==> config.mk <==
export PLATFORM = sky130hd
export DESIGN_NAME = velocity_slew_limiter_watchdog_top
export DESIGN_NICKNAME = d
export VERILOG_FILES = /design/src/vslw_pkg.sv /design/src/vslw_ctrl.sv /design/src/vslw_datapath.sv /design/src/velocity_slew_limiter_watchdog_top.sv
export SDC_FILE = /design/constraint.sdc
export NUM_CORES = 1
export LEC_CHECK = 0
export BUFFER_PORTS_ARGS = -buffer_cell sky130_fd_sc_hd__buf_2
export CAP_MARGIN = 25
export CORE_MARGIN = 2
export CORE_UTILIZATION = 50
export CTS_CLUSTER_SIZE = 16
export DETAILED_ROUTE_END_ITERATION = 10
export PLACE_DENSITY = 0.65
export SYNTH_ARGS = -nofsm -noshare
export SYNTH_HDL_FRONTEND = slang
export SYNTH_SLANG_ARGS = --single-unit
==> constraint.sdc <==
create_clock -name clk -period 16.6 [get_ports clk]
set_input_delay 3.32 -clock clk [delete_from_list [all_inputs] [get_ports clk]]
set_output_delay 3.32 -clock clk [all_outputs]
set_load 0.02 [all_outputs]
==> src/vslw_pkg.sv <==
// -----------------------------------------------------------------------------
// vslw_pkg
// Types and constants shared by the velocity slew limiter modules.
// -----------------------------------------------------------------------------
`default_nettype none

package vslw_pkg;

  // Input command codes
  localparam logic CMD_VELOCITY = 1'b0;
  localparam logic CMD_TICK     = 1'b1;

  // Configuration register indexes
  localparam int CFG_INDEX_WIDTH = 3;
  localparam logic [CFG_INDEX_WIDTH-1:0] CFG_MAX_LINEAR    = 3'd0;
  localparam logic [CFG_INDEX_WIDTH-1:0] CFG_MAX_ANGULAR   = 3'd1;
  localparam logic [CFG_INDEX_WIDTH-1:0] CFG_ACCEL_STEP    = 3'd2;
  localparam logic [CFG_INDEX_WIDTH-1:0] CFG_TIMEOUT_TICKS = 3'd3;

  localparam int CFG_DATA_WIDTH = 16;
  localparam int LIMIT_WIDTH    = 15;
  localparam int TIMEOUT_WIDTH  = 16;
  localparam int FIELD_WIDTH    = 16;

  // Register reset values
  localparam logic [LIMIT_WIDTH-1:0]   RST_MAX_LINEAR    = 15'd4096;
  localparam logic [LIMIT_WIDTH-1:0]   RST_MAX_ANGULAR   = 15'd3217;
  localparam logic [LIMIT_WIDTH-1:0]   RST_ACCEL_STEP    = 15'd41;
  localparam logic [TIMEOUT_WIDTH-1:0] RST_TIMEOUT_TICKS = 16'd25;

  // 180/pi scaled to Q10.6 output, held as DEG_SCALE / 2^DEG_SHIFT
  localparam int DEG_SCALE_WIDTH = 24;
  localparam int DEG_SHIFT       = 24;
  localparam logic [DEG_SCALE_WIDTH-1:0] DEG_SCALE = 24'd15019745;

  // Output saturation codes
  localparam logic [FIELD_WIDTH-1:0] SAT_POS = 16'h7fff;
  localparam logic [FIELD_WIDTH-1:0] SAT_NEG = 16'h8000;

  // Throttle divider: one quotient bit per step
  localparam int DIV_STEPS     = 15;
  localparam int DIV_CNT_WIDTH = $clog2(DIV_STEPS);

  typedef enum logic [2:0] {
    S_IDLE,
    S_CMD,
    S_WATCH,
    S_SLEW,
    S_MUL,
    S_DIV,
    S_DONE
  } vslw_state_t;

  // Controller to datapath commands
  typedef struct packed {
    logic load_item;
    logic do_cmd;
    logic do_watch;
    logic do_slew;
    logic do_mul;
    logic div_step;
    logic load_out;
  } vslw_cmd_t;

endpackage

`default_nettype wire

==> src/vslw_ctrl.sv <==
// -----------------------------------------------------------------------------
// vslw_ctrl
// Sequencer for command and tick items, divider step count, output valid.
// -----------------------------------------------------------------------------
`default_nettype none

module vslw_ctrl (
  input  wire logic               clk,
  input  wire logic               rst,
  input  wire logic               in_valid,
  output      logic               in_ready,
  input  wire logic               command,
  output      logic               out_valid,
  input  wire logic               out_ready,
  output      vslw_pkg::vslw_cmd_t ctl
);

  vslw_pkg::vslw_state_t state, state_next;
  logic [vslw_pkg::DIV_CNT_WIDTH-1:0] div_cnt, div_cnt_next;
  logic out_free;

  assign out_free = !out_valid || out_ready;

  // State and step counter
  always_ff @(posedge clk) begin
    if (rst) begin
      state   <= vslw_pkg::S_IDLE;
      div_cnt <= '0;
    end else begin
      state   <= state_next;
      div_cnt <= div_cnt_next;
    end
  end

  // Output valid: set on load, drop on transfer
  always_ff @(posedge clk) begin
    if (rst) begin
      out_valid <= 1'b0;
    end else if (ctl.load_out) begin
      out_valid <= 1'b1;
    end else if (out_ready) begin
      out_valid <= 1'b0;
    end
  end

  // Next state and commands
  always_comb begin
    state_next   = state;
    div_cnt_next = div_cnt;
    in_ready     = 1'b0;
    ctl          = '0;
    unique case (state)
      vslw_pkg::S_IDLE: begin
        in_ready = 1'b1;
        if (in_valid) begin
          ctl.load_item = 1'b1;
          state_next    = (command == vslw_pkg::CMD_TICK) ? vslw_pkg::S_WATCH :
                                                            vslw_pkg::S_CMD;
        end
      end
      vslw_pkg::S_CMD: begin
        ctl.do_cmd = 1'b1;
        state_next = vslw_pkg::S_IDLE;
      end
      vslw_pkg::S_WATCH: begin
        ctl.do_watch = 1'b1;
        state_next   = vslw_pkg::S_SLEW;
      end
      vslw_pkg::S_SLEW: begin
        ctl.do_slew = 1'b1;
        state_next  = vslw_pkg::S_MUL;
      end
      vslw_pkg::S_MUL: begin
        ctl.do_mul   = 1'b1;
        div_cnt_next = '0;
        state_next   = vslw_pkg::S_DIV;
      end
      vslw_pkg::S_DIV: begin
        ctl.div_step = 1'b1;
        div_cnt_next = div_cnt + 1'b1;
        if (div_cnt == vslw_pkg::DIV_CNT_WIDTH'(vslw_pkg::DIV_STEPS - 1)) begin
          state_next = vslw_pkg::S_DONE;
        end
      end
      vslw_pkg::S_DONE: begin
        // hold until the output register is free
        if (out_free) begin
          ctl.load_out = 1'b1;
          state_next   = vslw_pkg::S_IDLE;
        end
      end
      default: begin
        state_next = vslw_pkg::S_IDLE;
      end
    endcase
  end

endmodule

`default_nettype wire

==> src/vslw_datapath.sv <==
// -----------------------------------------------------------------------------
// vslw_datapath
// Config registers, targets, slew, watchdog counter, angle multiply and
// restoring throttle divider with output registers.
// -----------------------------------------------------------------------------
`default_nettype none

module vslw_datapath #(
  parameter int VALUE_WIDTH = 16,
  parameter int COUNT_WIDTH = 16
) (
  input  wire logic                                   clk,
  input  wire logic                                   rst,
  input  wire vslw_pkg::vslw_cmd_t                    ctl,
  input  wire logic                                   cfg_we,
  input  wire logic [vslw_pkg::CFG_INDEX_WIDTH-1:0]   cfg_index,
  input  wire logic [vslw_pkg::CFG_DATA_WIDTH-1:0]    cfg_data,
  input  wire logic signed [vslw_pkg::FIELD_WIDTH-1:0] linear_cmd,
  input  wire logic signed [vslw_pkg::FIELD_WIDTH-1:0] angular_cmd,
  output      logic signed [vslw_pkg::FIELD_WIDTH-1:0] throttle,
  output      logic signed [vslw_pkg::FIELD_WIDTH-1:0] steer_angle
);

  localparam int FW  = vslw_pkg::FIELD_WIDTH;
  localparam int LW  = vslw_pkg::LIMIT_WIDTH;
  localparam int EW  = (VALUE_WIDTH > FW ? VALUE_WIDTH : FW) + 2;
  localparam int TW  = (COUNT_WIDTH > vslw_pkg::TIMEOUT_WIDTH) ?
                       COUNT_WIDTH : vslw_pkg::TIMEOUT_WIDTH;
  localparam int MW  = (VALUE_WIDTH > LW) ? VALUE_WIDTH : LW;
  localparam int PW  = VALUE_WIDTH + vslw_pkg::DEG_SCALE_WIDTH;
  localparam int RW  = PW + 1 - vslw_pkg::DEG_SHIFT;
  localparam int CPW = (RW > FW + 1) ? RW : FW + 1;
  localparam logic signed [EW-1:0] VMAX_E =
    EW'((64'sd1 <<< (VALUE_WIDTH - 1)) - 64'sd1);
  localparam logic [PW:0]        ROUND_HALF = (PW + 1)'(64'd1 << (vslw_pkg::DEG_SHIFT - 1));
  localparam logic [CPW-1:0]     POS_LIMIT  = CPW'(32767);
  localparam logic [CPW-1:0]     NEG_LIMIT  = CPW'(32768);

  function automatic logic signed [EW-1:0] clamp_sym(
    input logic signed [EW-1:0] v,
    input logic signed [EW-1:0] lim
  );
    logic signed [EW-1:0] r;
    r = v;
    if (v > lim) begin
      r = lim;
    end else if (v < -lim) begin
      r = -lim;
    end
    return r;
  endfunction

  function automatic logic signed [EW-1:0] slew(
    input logic signed [EW-1:0] tgt,
    input logic signed [EW-1:0] cur,
    input logic signed [EW-1:0] step
  );
    logic signed [EW-1:0] diff;
    logic signed [EW-1:0] mag;
    logic signed [EW-1:0] r;
    diff = tgt - cur;
    mag  = diff[EW-1] ? -diff : diff;
    if (mag < step) begin
      r = tgt;
    end else if (diff > 0) begin
      r = cur + step;
    end else begin
      r = cur - step;
    end
    return r;
  endfunction

  // Config registers
  logic [LW-1:0]                       max_linear;
  logic [LW-1:0]                       max_angular;
  logic [LW-1:0]                       accel_step;
  logic [vslw_pkg::TIMEOUT_WIDTH-1:0]  timeout_ticks;

  // Item latch and state
  logic signed [FW-1:0]          lin_q;
  logic signed [FW-1:0]          ang_q;
  logic signed [VALUE_WIDTH-1:0] target_linear;
  logic signed [VALUE_WIDTH-1:0] target_angular;
  logic signed [VALUE_WIDTH-1:0] current_linear;
  logic signed [VALUE_WIDTH-1:0] current_angular;
  logic [COUNT_WIDTH-1:0]        ticks_since_cmd;

  // Multiply and divide stage
  logic [PW-1:0]     ang_prod;
  logic              ang_neg;
  logic              lin_neg;
  logic              lin_zero;
  logic              lin_sat;
  logic [FW-1:0]     div_rem;
  logic [LW-1:0]     div_quo;

  // Combinational helpers
  logic signed [EW-1:0]   lin_e, ang_e, lim_lin_e, lim_ang_e, step_e;
  logic signed [EW-1:0]   slew_lin, slew_ang;
  logic [VALUE_WIDTH-1:0] mag_lin, mag_ang;
  logic [FW-1:0]          rem_shift;
  logic                   rem_ge;
  logic [PW:0]            ang_sum;
  logic [CPW-1:0]         ang_mag;
  logic [FW-1:0]          throttle_next;
  logic [FW-1:0]          steer_next;

  assign lin_e     = EW'(lin_q);
  assign ang_e     = EW'(ang_q);
  assign lim_lin_e = signed'(EW'(max_linear));
  assign lim_ang_e = signed'(EW'(max_angular));
  assign step_e    = signed'(EW'(accel_step));
  assign slew_lin  = slew(EW'(target_linear), EW'(current_linear), step_e);
  assign slew_ang  = slew(EW'(target_angular), EW'(current_angular), step_e);

  assign mag_lin = current_linear[VALUE_WIDTH-1] ?
                   VALUE_WIDTH'(-current_linear) : VALUE_WIDTH'(current_linear);
  assign mag_ang = current_angular[VALUE_WIDTH-1] ?
                   VALUE_WIDTH'(-current_angular) : VALUE_WIDTH'(current_angular);

  assign rem_shift = {div_rem[FW-2:0], 1'b0};
  assign rem_ge    = rem_shift >= FW'(max_linear);

  assign ang_sum = {1'b0, ang_prod} + ROUND_HALF;
  assign ang_mag = CPW'(ang_sum[PW:vslw_pkg::DEG_SHIFT]);

  // Config writes
  always_ff @(posedge clk) begin
    if (rst) begin
      max_linear    <= vslw_pkg::RST_MAX_LINEAR;
      max_angular   <= vslw_pkg::RST_MAX_ANGULAR;
      accel_step    <= vslw_pkg::RST_ACCEL_STEP;
      timeout_ticks <= vslw_pkg::RST_TIMEOUT_TICKS;
    end else if (cfg_we) begin
      unique case (cfg_index)
        vslw_pkg::CFG_MAX_LINEAR:    max_linear    <= cfg_data[LW-1:0];
        vslw_pkg::CFG_MAX_ANGULAR:   max_angular   <= cfg_data[LW-1:0];
        vslw_pkg::CFG_ACCEL_STEP:    accel_step    <= cfg_data[LW-1:0];
        vslw_pkg::CFG_TIMEOUT_TICKS: timeout_ticks <= cfg_data;
        default: begin
        end
      endcase
    end
  end

  // Latch the accepted item
  always_ff @(posedge clk) begin
    if (ctl.load_item) begin
      lin_q <= linear_cmd;
      ang_q <= angular_cmd;
    end
  end

  // Targets, currents and watchdog counter
  always_ff @(posedge clk) begin
    if (rst) begin
      target_linear   <= '0;
      target_angular  <= '0;
      current_linear  <= '0;
      current_angular <= '0;
      ticks_since_cmd <= '0;
    end else begin
      if (ctl.do_cmd) begin
        target_linear   <= VALUE_WIDTH'(clamp_sym(clamp_sym(lin_e, lim_lin_e), VMAX_E));
        target_angular  <= VALUE_WIDTH'(clamp_sym(clamp_sym(ang_e, lim_ang_e), VMAX_E));
        ticks_since_cmd <= '0;
      end
      if (ctl.do_watch) begin
        // zero targets once the counter passes the timeout
        if (TW'(ticks_since_cmd) > TW'(timeout_ticks)) begin
          target_linear  <= '0;
          target_angular <= '0;
        end
        if (ticks_since_cmd != '1) begin
          ticks_since_cmd <= ticks_since_cmd + 1'b1;
        end
      end
      if (ctl.do_slew) begin
        current_linear  <= VALUE_WIDTH'(slew_lin);
        current_angular <= VALUE_WIDTH'(slew_ang);
      end
    end
  end

  // Angle product, throttle flags and divider setup; then one bit per step
  always_ff @(posedge clk) begin
    if (ctl.do_mul) begin
      ang_prod <= PW'(mag_ang) * PW'(vslw_pkg::DEG_SCALE);
      ang_neg  <= current_angular[VALUE_WIDTH-1];
      lin_neg  <= current_linear[VALUE_WIDTH-1];
      lin_zero <= (mag_lin == '0);
      lin_sat  <= MW'(mag_lin) >= MW'(max_linear);
      div_rem  <= FW'(mag_lin);
      div_quo  <= '0;
    end else if (ctl.div_step) begin
      div_rem <= rem_ge ? rem_shift - FW'(max_linear) : rem_shift;
      div_quo <= {div_quo[LW-2:0], rem_ge};
    end
  end

  // Final sign, saturation and rounding
  always_comb begin
    if (lin_zero) begin
      throttle_next = '0;
    end else if (lin_sat) begin
      throttle_next = lin_neg ? vslw_pkg::SAT_NEG : vslw_pkg::SAT_POS;
    end else begin
      throttle_next = lin_neg ? FW'(0) - {1'b0, div_quo} : {1'b0, div_quo};
    end
    if (ang_neg) begin
      steer_next = (ang_mag > NEG_LIMIT) ? vslw_pkg::SAT_NEG : FW'(0) - ang_mag[FW-1:0];
    end else begin
      steer_next = (ang_mag > POS_LIMIT) ? vslw_pkg::SAT_POS : ang_mag[FW-1:0];
    end
  end

  // Output register
  always_ff @(posedge clk) begin
    if (ctl.load_out) begin
      throttle    <= signed'(throttle_next);
      steer_angle <= signed'(steer_next);
    end
  end

endmodule

`default_nettype wire

==> src/velocity_slew_limiter_watchdog_top.sv <==
// -----------------------------------------------------------------------------
// velocity_slew_limiter_watchdog_top
// Velocity slew limiter with command watchdog: throttle and steering out.
// -----------------------------------------------------------------------------
//  Channel   Handshake             Payload
//  in        in_valid / in_ready   command, linear_cmd, angular_cmd
//  out       out_valid / out_ready throttle, steer_angle
//  cfg       cfg_valid / cfg_ready cfg_index, cfg_data
//
//  A velocity command passes the command state before the input opens again.
//  A tick passes the watchdog, slew and angle multiply states, then the 15-step
//  restoring divider for throttle. A finished tick waits in the last state
//  only while the output register still holds an untaken result. Reset clears
//  targets, velocities, the counter and the registers to their defaults;
//  cfg_ready is always high.
// -----------------------------------------------------------------------------
`default_nettype none

module velocity_slew_limiter_watchdog_top #(
  parameter int VALUE_WIDTH = 16,
  parameter int COUNT_WIDTH = 16
) (
  input  wire logic                                    clk,
  input  wire logic                                    rst,
  input  wire logic                                    in_valid,
  output      logic                                    in_ready,
  input  wire logic                                    command,
  input  wire logic signed [vslw_pkg::FIELD_WIDTH-1:0] linear_cmd,
  input  wire logic signed [vslw_pkg::FIELD_WIDTH-1:0] angular_cmd,
  output      logic                                    out_valid,
  input  wire logic                                    out_ready,
  output      logic signed [vslw_pkg::FIELD_WIDTH-1:0] throttle,
  output      logic signed [vslw_pkg::FIELD_WIDTH-1:0] steer_angle,
  input  wire logic                                    cfg_valid,
  output      logic                                    cfg_ready,
  input  wire logic [vslw_pkg::CFG_INDEX_WIDTH-1:0]    cfg_index,
  input  wire logic [vslw_pkg::CFG_DATA_WIDTH-1:0]     cfg_data
);

  vslw_pkg::vslw_cmd_t ctl;

  // Registers take a write in any cycle
  assign cfg_ready = 1'b1;

  vslw_ctrl u_ctrl (
    .clk       (clk),
    .rst       (rst),
    .in_valid  (in_valid),
    .in_ready  (in_ready),
    .command   (command),
    .out_valid (out_valid),
    .out_ready (out_ready),
    .ctl       (ctl)
  );

  vslw_datapath #(
    .VALUE_WIDTH (VALUE_WIDTH),
    .COUNT_WIDTH (COUNT_WIDTH)
  ) u_datapath (
    .clk         (clk),
    .rst         (rst),
    .ctl         (ctl),
    .cfg_we      (cfg_valid && cfg_ready),
    .cfg_index   (cfg_index),
    .cfg_data    (cfg_data),
    .linear_cmd  (linear_cmd),
    .angular_cmd (angular_cmd),
    .throttle    (throttle),
    .steer_angle (steer_angle)
  );

endmodule

`default_nettype wire

==> reports/qor.txt, run 1 <==
number of detailed-routing iterations run before antenna repair: 6
GR met2 Demand/Resource: 47.23%
post-CTS clock slew at the launch and capture registers of the worst setup and hold paths: 0.06 ns
data arrival time of the worst path: 9.71 ns
Clock Latency Late Sink: 0.57 ns
path class of the lowest-slack min-delay path: register to register
number of stages on the worst setup path: 25
area of the core: 0.05245 mm^2
violation count after the first detailed-route iteration: 1537
most congested layer reported by global routing: met2
GR Overflow Total: 0
maximum number of pins on one net before global-route repair: 67
shortest clock period the worst path allows after layout: 9.421 ns
setup total negative slack: 0 ns
Synthesized Nets: 3636
total of max-cap violations: 0
average cell area after synthesis: 8.587 um^2
post-CTS setup buffer count: 0
Worst VDD drop: 0.00008003 V
Internal Dissipation: 0.001875 W
Worst EP required: 16.89 ns
FF-to-FF setup slack: 7.18 ns
area enclosed by the die boundary: 0.05484 mm^2
achievable clock frequency: 0.1061 GHz
Synth async-reset ratio: 0%
delay contributed by the slowest stage of the critical path: 0.79 ns
share of power burned in the clock network: 25.0%
Reg2Reg Depth: 25
most common library cell in the layout ignoring fill and taps: sky130_fd_sc_hd__ha_1
Synth Flop Type: sky130_fd_sc_hd__dfxtp_1
starting density of the core: 50.51%
number of flops mapped to enable cells by yosys: 100
final setup fails: 0
count of nets left with antenna violations after detail routing: 0
count of distinct cell types in the synthesized netlist: 97
met1 demand-to-capacity share in global routing: 34.05%
Rows: 84
summed area of non-filler cells in the final layout: 0.02890 mm^2
sequential fraction of the synthesis area: 23.73%
type of the worst setup path: register to register
static power due to leakage: 13.10 nW
final worst clock skew: 0.04288 ns
fraction of layout instances using a drive strength above 1: 7.014%
worst rel slew slack: 32.29%
combined buffer and inverter count along the critical path: 3
cell count after synthesis: 3085
clock sink count: 264
vias in the first global route: 22160
vias: 22440
number of gates given a new drive strength after cts: 0
Hold Crit Depth: 2
GPL Wtd Cong: 0.9454
htree depth: 2
number of input and output port buffers inserted: 90
Seq pwr share: 24.1%
overall fraction of global-route tracks in use: 27.08%
GR Layer Usage met3: 3.222%
CTS tree: built
CTS Root Buffer Type: sky130_fd_sc_hd__clkbuf_16
category of cells accounting for the largest share of critical-path delay: adder cells
highest-count cells in the layout ignoring fill and taps: sky130_fd_sc_hd__ha_1, sky130_fd_sc_hd__inv_1, sky130_fd_sc_hd__nand2_1
unrepaired setup endpoints after global routing: false
switching component of the power: 0.001300 W
post-DP HPWL: 59310 um
slowest stage cell on the critical path: sky130_fd_sc_hd__dfxtp_1
ratio of final minimum period to clock period: 56.75%
die extent in y: 234.2 um
CP Launch Type: register
via-per-instance ratio: 5.824
total cell area at the placement stage: 0.02765 mm^2
count of pins over their slew limit: 0
clock buffer count from CTS: 36
top fanout value on the critical path: 14
flip-flop and latch count after synthesis: 264
Final Hold Vio Count: 0
switching power share of the total: 40.94%
top-level port count: 92
filler instances: 4839
sum of routed wire length over all layers: 73750 um
critical path's most frequent cell: sky130_fd_sc_hd__fa_1
Yosys warning total: 0
transition time of the tightest slew-check pin: 1.016 ns
Antenna diodes: 0
Routed WL per cell: 19.14 um
global-route wire length before repair: 117000 um
crit path capture type: register
cell area after synthesis: 0.02649 mm^2
P per Cell Area: 109.9 mW/mm^2
status: finished, final reports clean
net total in the final layout: 3690
share of power burned in combinational logic: 51.0%
initial antenna violation count: 0
Max Buffers Root-to-Sink: 3
area added between synthesis and finish: 9.097%
hold_buf cts: 0
drc violations: 0
horizontal die dimension: 234.2 um
-- logic make-up (layout without fill, tap and decap cells) --
group,Yosys count,after routing,synth area share [%]
adders and majority gates,494,494,27.05
AOI/OAI and AO/OA,671,671,16.50
muxes,70,70,2.664
other,1,1,0.01416
buffers and inverters,465,545,6.655
DFF,264,264,23.73
and+or+nand+nor,924,924,16.86
xor gates and xnor gates,196,196,6.532
-- metrics by stage --
step | worst slack (ns) | total power [W] | util [%] | instances | hold slack [ns]
after floorplan | 8.726 | 0.001990 | - | 3085 | 0.4264
final | 7.179 | 0.003175 | 55.11 | 3853 | 0.4486
after global placement | 7.322 | 0.002306 | 52.65 | 3784 | 0.4388
after detailed placement | 7.019 | 0.002367 | 52.73 | 3786 | 0.4403
after global routing | 6.502 | 0.003401 | 55.11 | 3853 | 0.4775
after CTS | 7.093 | 0.003172 | 55.06 | 3850 | 0.4489
-- power by group through the flow --
stage               clock network [W]  logic [W]  registers, W
finish                       0.000793    0.00162      0.000764
CTS                          0.000808    0.00160      0.000761
global placement                    0    0.00153      0.000774
floorplan                           0    0.00124      0.000750
global route                 0.000834    0.00180      0.000767
detailed placement                  0    0.00159      0.000775
-- routing by layer --
metal | up-vias | share of wire [%] | routed length [um]
li1 | 10950 | - | -
met1 | 10770 | 43 | 31770
met2 | 566 | 48 | 35720
met3 | 154 | 4.6 | 3410
met4 | 0 | 3.9 | 2846
met5 | - | 0 | 0
-- synthesized netlist by cell type, types with 7 or more instances --
cell                        count  area (um^2)
sky130_fd_sc_hd__a221oi_1       8        70.07
sky130_fd_sc_hd__and2_1        15        93.84
sky130_fd_sc_hd__a31o_2         8        70.07
sky130_fd_sc_hd__o21ai_1       23        115.1
sky130_fd_sc_hd__o41ai_1        9        78.83
sky130_fd_sc_hd__or2_2         13        81.33
sky130_fd_sc_hd__nand3_1       75        375.4
sky130_fd_sc_hd__o21a_1        38        285.3
sky130_fd_sc_hd__nand2_1      275         1032
sky130_fd_sc_hd__nand3b_1      11        82.58
sky130_fd_sc_hd__a22oi_1       24        180.2
sky130_fd_sc_hd__o22ai_1       27        168.9
sky130_fd_sc_hd__nand2b_1      27        168.9
sky130_fd_sc_hd__a21oi_1      186        930.9
sky130_fd_sc_hd__ha_1         363         4542
sky130_fd_sc_hd__o311ai_1       7        61.31
sky130_fd_sc_hd__o211ai_1      15        112.6
sky130_fd_sc_hd__xor2_1        47        411.6
sky130_fd_sc_hd__a211o_1        8        70.07
sky130_fd_sc_hd__nor3_1        69        345.3
sky130_fd_sc_hd__and4_1         7        61.31
sky130_fd_sc_hd__or3_1         30        187.7
sky130_fd_sc_hd__o21ai_0      105        525.5
sky130_fd_sc_hd__edfxtp_1     100         3003
sky130_fd_sc_hd__fa_1         131         2623
sky130_fd_sc_hd__or4_1         12        90.09
sky130_fd_sc_hd__a2111oi_0      9        78.83
sky130_fd_sc_hd__a31oi_1       21        131.4
sky130_fd_sc_hd__nand4_1       35        219.0
sky130_fd_sc_hd__inv_1        361         1355
sky130_fd_sc_hd__mux2i_1       66        660.6
sky130_fd_sc_hd__nor4_1        21        131.4
sky130_fd_sc_hd__buf_1          7        26.28
sky130_fd_sc_hd__o21bai_1       7        52.55
sky130_fd_sc_hd__and3_1        29        181.4
sky130_fd_sc_hd__xnor2_1      148         1296
sky130_fd_sc_hd__o31ai_1       22        165.2
sky130_fd_sc_hd__clkbuf_1      90        337.8
sky130_fd_sc_hd__a211oi_1      37        277.8
sky130_fd_sc_hd__nor2_1       239        897.1
sky130_fd_sc_hd__dfxtp_1      164         3283
sky130_fd_sc_hd__a21o_1        50        375.4
sky130_fd_sc_hd__nor2b_1       32        200.2
-- final timing paths --
kind                                       from                       to
setup reg to reg  u_datapath.current_angular[0]  u_datapath.ang_prod[39]
hold / removal           u_datapath.div_quo[14]   u_datapath.div_quo[14]
hold reg to reg          u_datapath.div_quo[14]   u_datapath.div_quo[14]
setup / recovery  u_datapath.current_angular[0]  u_datapath.ang_prod[39]
-- state kept, by name (all words and copies together), names as in the netlist --
signal                      count
u_datapath.current_linear      16
u_datapath.steer_angle         16
u_ctrl.div_cnt                  4
u_datapath.lin_neg              1
u_datapath.max_linear          15
u_datapath.ang_q               16
u_datapath.lin_sat              1
u_datapath.current_angular     16
u_datapath.max_angular         15
u_datapath.div_quo             15
u_datapath.timeout_ticks       16
u_datapath.target_linear       16
u_datapath.throttle            16
u_datapath.lin_q               16
u_datapath.ticks_since_cmd     16
u_datapath.ang_prod            17
u_datapath.lin_zero             1
u_datapath.div_rem             15
u_ctrl.state                    3
u_ctrl.out_valid                1
u_datapath.target_angular      16
u_datapath.accel_step          15
u_datapath.ang_neg              1
-- layout make-up --
type,count,area (um^2),share of cell area [%]
well taps,688,860.8,2.979
repair buffers,118,690.7,2.390
multi-input cells,2356,18480,63.93
clock buffers,45,975.9,3.377
flip-flops and latches,264,6286,21.75
inverters,363,1363,4.715
clock inverters,19,247.7,0.8572
-- worst min-delay path, cell delays in order, from the launching register on --
cell	delay [ns]
sky130_fd_sc_hd__dfxtp_1	0.31
sky130_fd_sc_hd__nand2_1	0.05
sky130_fd_sc_hd__nand2_1	0.04
No activity file was read; power rests on OpenSTA's default activity.
==> run 2, diff against run 1 <==
Clock period 16.6 ns to 9.4 ns, I/O delays scaled along.
==> run 2 against run 1 <==
- maximum frequency is 8.6% higher
- largest power group unchanged
- clock power is 80% higher
- wire length is 0.90% higher
- worst hold slack better by 0.011 ns
- critical path type unchanged
- design area is 0.33% higher
- total power is 78% higher
- clock-buffer cell count is 3 higher
- die area stayed put
==> reports/qor.txt, run 2 (synthesis gave the netlist of run 1 again) <==
post-CTS clock slew at the launch and capture registers of the worst setup and hold paths: 0.06 ns (about the same)
number of placed instances, taps included: 3796 (+0.26%)
post-DP HPWL: 59560 um (+0.41%)
setup slack after placement: 0.4662 ns (-6.553 ns)
Reg2Reg Launch Point: u_datapath.current_angular[2]
via-per-instance ratio: 5.885 (+1.1%)
crit path capture type: register
starting density of the core: 50.51% (unchanged)
clock buffer count from CTS: 35 (-2.8%)
number of detailed-routing iterations run before antenna repair: 5 (-1)
GPL Wtd Cong: 0.9703 (+2.6%)
ratio of final minimum period to clock period: 92.25% (+35 points)
Final Hold Vio Count: 0 (unchanged)
count of pins over their slew limit: 0 (unchanged)
Max Buffers Root-to-Sink: 3 (unchanged)
sum of routed wire length over all layers: 74410 um (+0.90%)
overall fraction of global-route tracks in use: 27.26% (+0.18 points)
most common library cell in the layout ignoring fill and taps: sky130_fd_sc_hd__ha_1
Reg2Reg Depth: 25 (unchanged)
static power due to leakage: 13.18 nW (+0.62%)
hold_buf cts: 0 (unchanged)
net total in the final layout: 3697 (+0.19%)
Clock Latency Late Sink: 0.57 ns (about the same)
Routed WL per cell: 19.27 um (+0.69%)
CTS tree: built
die extent in y: 234.2 um (unchanged)
area enclosed by the die boundary: 0.05484 mm^2 (unchanged)
maximum number of pins on one net before global-route repair: 66 (-1.5%)
path class of the lowest-slack min-delay path: register to register
horizontal die dimension: 234.2 um (unchanged)
vias: 22720 (+1.3%)
startpoint of the most critical hold path: u_datapath.timeout_ticks[1]
drc violations: 0 (unchanged)
Worst EP required: 9.70 ns (-7.19 ns)
P per Cell Area: 194.4 mW/mm^2 (+77%)
worst rel slew slack: 20.60% (-12 points)
final worst clock skew: 0.03199 ns (-0.01089 ns)
Antenna diodes: 0 (unchanged)
top fanout value on the critical path: 7 (-7)
number of gates given a new drive strength after cts: 0 (unchanged)
highest-count cells in the layout ignoring fill and taps: sky130_fd_sc_hd__ha_1, sky130_fd_sc_hd__inv_1, sky130_fd_sc_hd__nand2_1
FF-to-FF setup slack: 0.73 ns (-6.45 ns)
violation count after the first detailed-route iteration: 1522 (-0.98%)
post-route worst setup slack: 0.7288 ns (-6.450 ns)
terminus of the critical flop-to-flop path: u_datapath.ang_prod[39]
achievable clock frequency: 0.1153 GHz (+8.6%)
htree depth: 2 (unchanged)
area of the core: 0.05245 mm^2 (unchanged)
Hold Crit Depth: 2 (unchanged)
initial antenna violation count: 0 (unchanged)
data arrival time of the worst path: 8.97 ns (-0.74 ns)
unrepaired setup endpoints after global routing: false
top-level port count: 92 (unchanged)
fraction of layout instances using a drive strength above 1: 7.406% (+0.39 points)
global-route wire length before repair: 118100 um (+0.90%)
clock sink count: 264 (unchanged)
transition time of the tightest slew-check pin: 1.161 ns (+0.1453 ns)
worst setup path startpoint: u_datapath.current_angular[2]
count of nets left with antenna violations after detail routing: 0 (unchanged)
CTS Root Buffer Type: sky130_fd_sc_hd__clkbuf_16
Rows: 84 (unchanged)
top register by number of flip-flops: u_datapath.ang_prod
Min-Delay Endpoint: u_datapath.timeout_ticks[1]
vias in the first global route: 22240 (+0.36%)
post-CTS setup buffer count: 0 (unchanged)
total of max-cap violations: 0 (unchanged)
GR Overflow Total: 0 (unchanged)
status: finished, final reports clean
flip-flop count of the largest register, all copies and words added: 17 (unchanged)
type of the worst setup path: register to register
shortest clock period the worst path allows after layout: 8.671 ns (-0.7499 ns)
final non-filler cell total: 3861 (+0.21%)
area added between synthesis and finish: 9.461%
CP Launch Type: register
Worst VDD drop: 0.0001565 V (+95%)
setup total negative slack: 0 ns (unchanged)
final setup fails: 0 (unchanged)
number of input and output port buffers inserted: 90 (unchanged)
filler instances: 4818 (-0.43%)
run 2: changes by cell type in the layout (fill, tap and decap cells not counted), sizes merged:
cell,delta
buf,+8
bufinv,-2
clkbuf,+3
clkinv,+2
clkinvlp,-2
inv,-1
run 2: per-stage QoR:
step / hold slack [ns] / util, % / total power [W] / cell area (um^2)
floorplan: 0.4264 / - / 0.003515 / 26490
global placement: 0.4397 / 52.81 / 0.004082 / 27690
detailed placement: 0.4501 / 52.86 / 0.004164 / 27720
CTS: 0.4578 / 55.25 / 0.005622 / 28980
global route: 0.4725 / 55.29 / 0.006008 / 29000
finish: 0.4594 / 55.29 / 0.005638 / 29000
run 2: worst max-delay path by stage:
stage / endpoint / slack (ns) / cells after the start
detailed placement: u_datapath.ang_prod[39] / 0.47 / 25
global placement: u_datapath.ang_prod[39] / 0.78 / 27
floorplan: u_datapath.ang_prod[39] / 1.53 / 27
CTS: u_datapath.ang_prod[39] / 0.44 / 25
finish: u_datapath.ang_prod[39] / 0.73 / 25
global route: u_datapath.ang_prod[39] / 0.19 / 25
run 2: where the power goes:
group          internal (W)  total [W]  switching [W]
Sequential          0.00126    0.00135      0.0000873
Clock              0.000869    0.00143       0.000563
Combinational       0.00119    0.00286        0.00167
Total               0.00332    0.00564        0.00232
run 2: area by class of cell:
cell class,count,area (um^2),share of cell area (%)
inverter,363,1363,4.699
sequential,264,6286,21.68
multi-input combinational,2356,18490,63.77
timing repair buffer,126,743.2,2.563
tap,688,860.8,2.969
clock buffer,48,1072,3.698
clock inverter,16,181.4,0.6257
run 2: worst max-delay path: stages, from the launching register on:
cell and delay [ns]:
sky130_fd_sc_hd__dfxtp_1 0.38, sky130_fd_sc_hd__nor4_1 0.49, sky130_fd_sc_hd__nand3_1 0.25, sky130_fd_sc_hd__o41ai_1 0.41, sky130_fd_sc_hd__xnor2_1 0.29, sky130_fd_sc_hd__buf_4 0.24
sky130_fd_sc_hd__fa_1 0.45, sky130_fd_sc_hd__inv_1 0.09, sky130_fd_sc_hd__fa_1 0.43, sky130_fd_sc_hd__fa_1 0.51, sky130_fd_sc_hd__inv_1 0.07, sky130_fd_sc_hd__fa_1 0.51
sky130_fd_sc_hd__fa_1 0.52, sky130_fd_sc_hd__fa_1 0.50, sky130_fd_sc_hd__ha_1 0.32, sky130_fd_sc_hd__a211o_1 0.28, sky130_fd_sc_hd__a2111oi_0 0.39, sky130_fd_sc_hd__o21ai_1 0.12
sky130_fd_sc_hd__a21oi_1 0.21, sky130_fd_sc_hd__o21ai_1 0.21, sky130_fd_sc_hd__a221oi_2 0.38, sky130_fd_sc_hd__o21ai_1 0.19, sky130_fd_sc_hd__o41ai_2 0.40, sky130_fd_sc_hd__nor2_1 0.10
sky130_fd_sc_hd__a2111oi_0 0.55, sky130_fd_sc_hd__xnor2_1 0.11
run 2: routing by layer:
layer,vias up,global-route usage (%),routed length [um]
li1,10980,-,-
met1,10970,34.90,32220
met2,637,47.72,35860
met3,136,2.955,3695
met4,0,9.157,2631
met5,-,0,0
==> run 3, diff against run 2 <==
==> constraint.sdc (replaced) <==
create_clock -name clk -period 9.4 [get_ports clk]
set_input_delay 0 -clock clk [delete_from_list [all_inputs] [get_ports clk]]
set_output_delay 0 -clock clk [all_outputs]
set_load 0.02 [all_outputs]
==> run 3 against run 2 <==
- sequential share of layout area shrank 0.37 points
- critical path depth is the same
- design area increased by 1.7%
- clock power shrank 3%
- total power shrank 0.39%
- non-clock buffer count grew 56
- maximum frequency down 1.3%
- first-iteration DRC count shrank 1.9%
- worst hold slack got worse by 0.36 ns
- die area is the same
- largest cell class unchanged
- highest routed layer unchanged
==> reports/qor.txt, run 3 (synthesis gave the netlist of run 1 again) <==
post-route worst setup slack: 0.6149 ns (-0.1139 ns)
total cell area at the placement stage: 0.02769 mm^2 (-0.13%)
CTS tree: built
net total in the final layout: 3753 (+1.5%)
achievable clock frequency: 0.1138 GHz (-1.3%)
starting density of the core: 50.51% (unchanged)
flip-flop count of the largest register, all copies and words added: 17 (unchanged)
GR Overflow Total: 0 (unchanged)
Final Hold Vio Count: 0 (unchanged)
area of the core: 0.05245 mm^2 (unchanged)
fraction of layout instances using a drive strength above 1: 7.156% (-0.25 points)
htree depth: 2 (unchanged)
area added between synthesis and finish: 11.36%
count of pins over their slew limit: 0 (unchanged)
setup slack after placement: 0.4370 ns (-0.02924 ns)
setup total negative slack: 0 ns (unchanged)
P per Cell Area: 190.4 mW/mm^2 (-2.1%)
sum of routed wire length over all layers: 76140 um (+2.3%)
shortest clock period the worst path allows after layout: 8.785 ns (+0.1139 ns)
drc violations: 0 (unchanged)
count of nets left with antenna violations after detail routing: 0 (unchanged)
terminus of the critical flop-to-flop path: u_datapath.ang_prod[39]
CTS Root Buffer Type: sky130_fd_sc_hd__clkbuf_16
summed area of non-filler cells in the final layout: 0.02950 mm^2 (+1.7%)
post-CTS clock slew at the launch and capture registers of the worst setup and hold paths: 0.07 ns (about the same)
transition time of the tightest slew-check pin: 1.023 ns (-0.1377 ns)
Clock Latency Late Sink: 0.56 ns (about the same)
area enclosed by the die boundary: 0.05484 mm^2 (unchanged)
post-CTS setup buffer count: 0 (unchanged)
routed metal-1 wire length: 33100 um (+2.7%)
final non-filler cell total: 3916 (+1.4%)
highest routed metal layer: met4
clock sink count: 264 (unchanged)
Routed WL per cell: 19.44 um (+0.89%)
startpoint of the most critical hold path: cfg_index[2]
path class of the lowest-slack min-delay path: input pin to register
maximum number of pins on one net before global-route repair: 68 (+3.0%)
vias: 22890 (+0.73%)
top register by number of flip-flops: u_datapath.ang_prod
Hold Crit Depth: 7 (+5)
clock buffer count from CTS: 35 (unchanged)
horizontal die dimension: 234.2 um (unchanged)
Worst VDD drop: 0.0001583 V (+1.2%)
overall fraction of global-route tracks in use: 27.95% (+0.69 points)
Max Buffers Root-to-Sink: 3 (unchanged)
data arrival time of the worst path: 9.08 ns (+0.11 ns)
Worst EP required: 9.70 ns (about the same)
die extent in y: 234.2 um (unchanged)
number of placed instances, taps included: 3793 (-0.079%)
global-route wire length before repair: 120500 um (+2.0%)
post-DP HPWL: 60300 um (+1.2%)
static power due to leakage: 13.39 nW (+1.6%)
violation count after the first detailed-route iteration: 1493 (-1.9%)
CP Launch Type: register
FF-to-FF setup slack: 0.61 ns (-0.11 ns)
type of the worst setup path: register to register
routed length on met3: 3241 um (-12%)
final setup fails: 0 (unchanged)
number of detailed-routing iterations run before antenna repair: 5 (unchanged)
core occupancy in the finished layout: 56.25% (+0.96 points)
top fanout value on the critical path: 7 (unchanged)
wire length on met2: 36800 um (+2.6%)
Rows: 84 (unchanged)
Min-Delay Endpoint: u_datapath.max_angular[8]
ratio of final minimum period to clock period: 93.46% (+1.2 points)
Antenna diodes: 0 (unchanged)
Reg2Reg Depth: 25 (unchanged)
GPL Wtd Cong: 0.9989 (+2.9%)
number of input and output port buffers inserted: 90 (unchanged)
final worst clock skew: 0.03350 ns (+0.001512 ns)
vias in the first global route: 22470 (+1.0%)
initial antenna violation count: 0 (unchanged)
most common library cell in the layout ignoring fill and taps: sky130_fd_sc_hd__ha_1
status: finished, final reports clean
top-level port count: 92 (unchanged)
highest-count cells in the layout ignoring fill and taps: sky130_fd_sc_hd__ha_1, sky130_fd_sc_hd__inv_1, sky130_fd_sc_hd__nand2_1
via-per-instance ratio: 5.844 (-0.69%)
crit path capture type: register
worst rel slew slack: 31.68% (+11 points)
Reg2Reg Launch Point: u_datapath.current_angular[2]
total of max-cap violations: 0 (unchanged)
==> run 3: cell count changes in the layout (fill, tap and decap cells not counted), moves of 2 or more <==
cell / before / now
sky130_fd_sc_hd__dlygate4sd3_1: 0 / 58
sky130_fd_sc_hd__clkbuf_8: 2 / 9
sky130_fd_sc_hd__clkinv_2: 8 / 1
sky130_fd_sc_hd__buf_4: 35 / 32
sky130_fd_sc_hd__clkbuf_16: 41 / 38
sky130_fd_sc_hd__bufinv_16: 2 / 0
sky130_fd_sc_hd__clkinv_4: 2 / 4
sky130_fd_sc_hd__clkinv_8: 2 / 0
sky130_fd_sc_hd__inv_4: 0 / 2
==> run 3: critical path, stage by stage, from the launching register on <==
cell                        delay, ns
sky130_fd_sc_hd__dfxtp_1         0.38
sky130_fd_sc_hd__nor4_1          0.50
sky130_fd_sc_hd__nand3_1         0.25
sky130_fd_sc_hd__o41ai_1         0.51
sky130_fd_sc_hd__xnor2_2         0.29
sky130_fd_sc_hd__inv_1           0.13
sky130_fd_sc_hd__fa_1            0.58
sky130_fd_sc_hd__inv_1           0.07
sky130_fd_sc_hd__fa_1            0.42
sky130_fd_sc_hd__inv_1           0.09
sky130_fd_sc_hd__fa_1            0.42
sky130_fd_sc_hd__fa_1            0.48
sky130_fd_sc_hd__fa_1            0.53
sky130_fd_sc_hd__fa_1            0.50
sky130_fd_sc_hd__ha_1            0.32
sky130_fd_sc_hd__a211o_1         0.28
sky130_fd_sc_hd__a2111oi_0       0.35
sky130_fd_sc_hd__o21ai_1         0.11
sky130_fd_sc_hd__a21oi_1         0.25
sky130_fd_sc_hd__o21ai_1         0.22
sky130_fd_sc_hd__a221oi_1        0.50
sky130_fd_sc_hd__o21ai_1         0.23
sky130_fd_sc_hd__o41ai_2         0.38
sky130_fd_sc_hd__nor2_1          0.09
sky130_fd_sc_hd__a2111oi_0       0.52
sky130_fd_sc_hd__xnor2_1         0.11
==> run 3: layer usage <==
metal | track usage [%] | vias to the layer above
li1 | - | 11080
met1 | 35.93 | 11110
met3 | 2.602 | 136
met4 | 10.54 | 0
met2 | 48.53 | 559
met5 | 0 | -
==> run 3: repair_timing <==
| action | CTS | global route |
|---|---|---|
| hold endpoints to repair | 117 | 0 |
| gates resized for setup | 0 | 2 |
| hold buffers | 58 | 0 |
| endpoints found under the setup margin | 0 | 1 |
==> run 3: how the worst max path moves through the flow <==
stage	depth (start not counted)	startpoint	to	slack, ns
after global routing	25	u_datapath.current_angular[2]	u_datapath.ang_prod[39]	-0.04
after detailed placement	25	u_datapath.current_angular[2]	u_datapath.ang_prod[39]	0.44
after CTS	25	u_datapath.current_angular[2]	u_datapath.ang_prod[39]	0.40
final	25	u_datapath.current_angular[2]	u_datapath.ang_prod[39]	0.61
after floorplan	27	u_datapath.current_angular[0]	u_datapath.ang_prod[39]	1.53
after global placement	27	u_datapath.current_angular[2]	u_datapath.ang_prod[39]	0.67
==> run 3: power by group <==
| part | switching (W) | internal, W |
|---|---|---|
| Clock | 0.000566 | 0.000816 |
| Sequential | 0.0000903 | 0.00126 |
| Combinational | 0.00167 | 0.00122 |
==> run 3: per-stage QoR <==
stage | power [W] | hold WS (ns)
after floorplan | 0.003515 | 0.09887
after global placement | 0.004090 | 0.1765
after detailed placement | 0.004185 | 0.1781
after CTS | 0.005610 | 0.08923
after global routing | 0.006014 | 0.1376
final | 0.005616 | 0.1040
==> run 3: layout make-up <==
type / instances / area, um^2
clock buffer: 53 / 1097
sequential: 264 / 6286
clock inverter: 10 / 88.84
multi-input combinational: 2356 / 18490
tap: 688 / 860.8
fill: 4809 / 22940
inverter: 363 / 1363
timing repair buffer: 182 / 1314
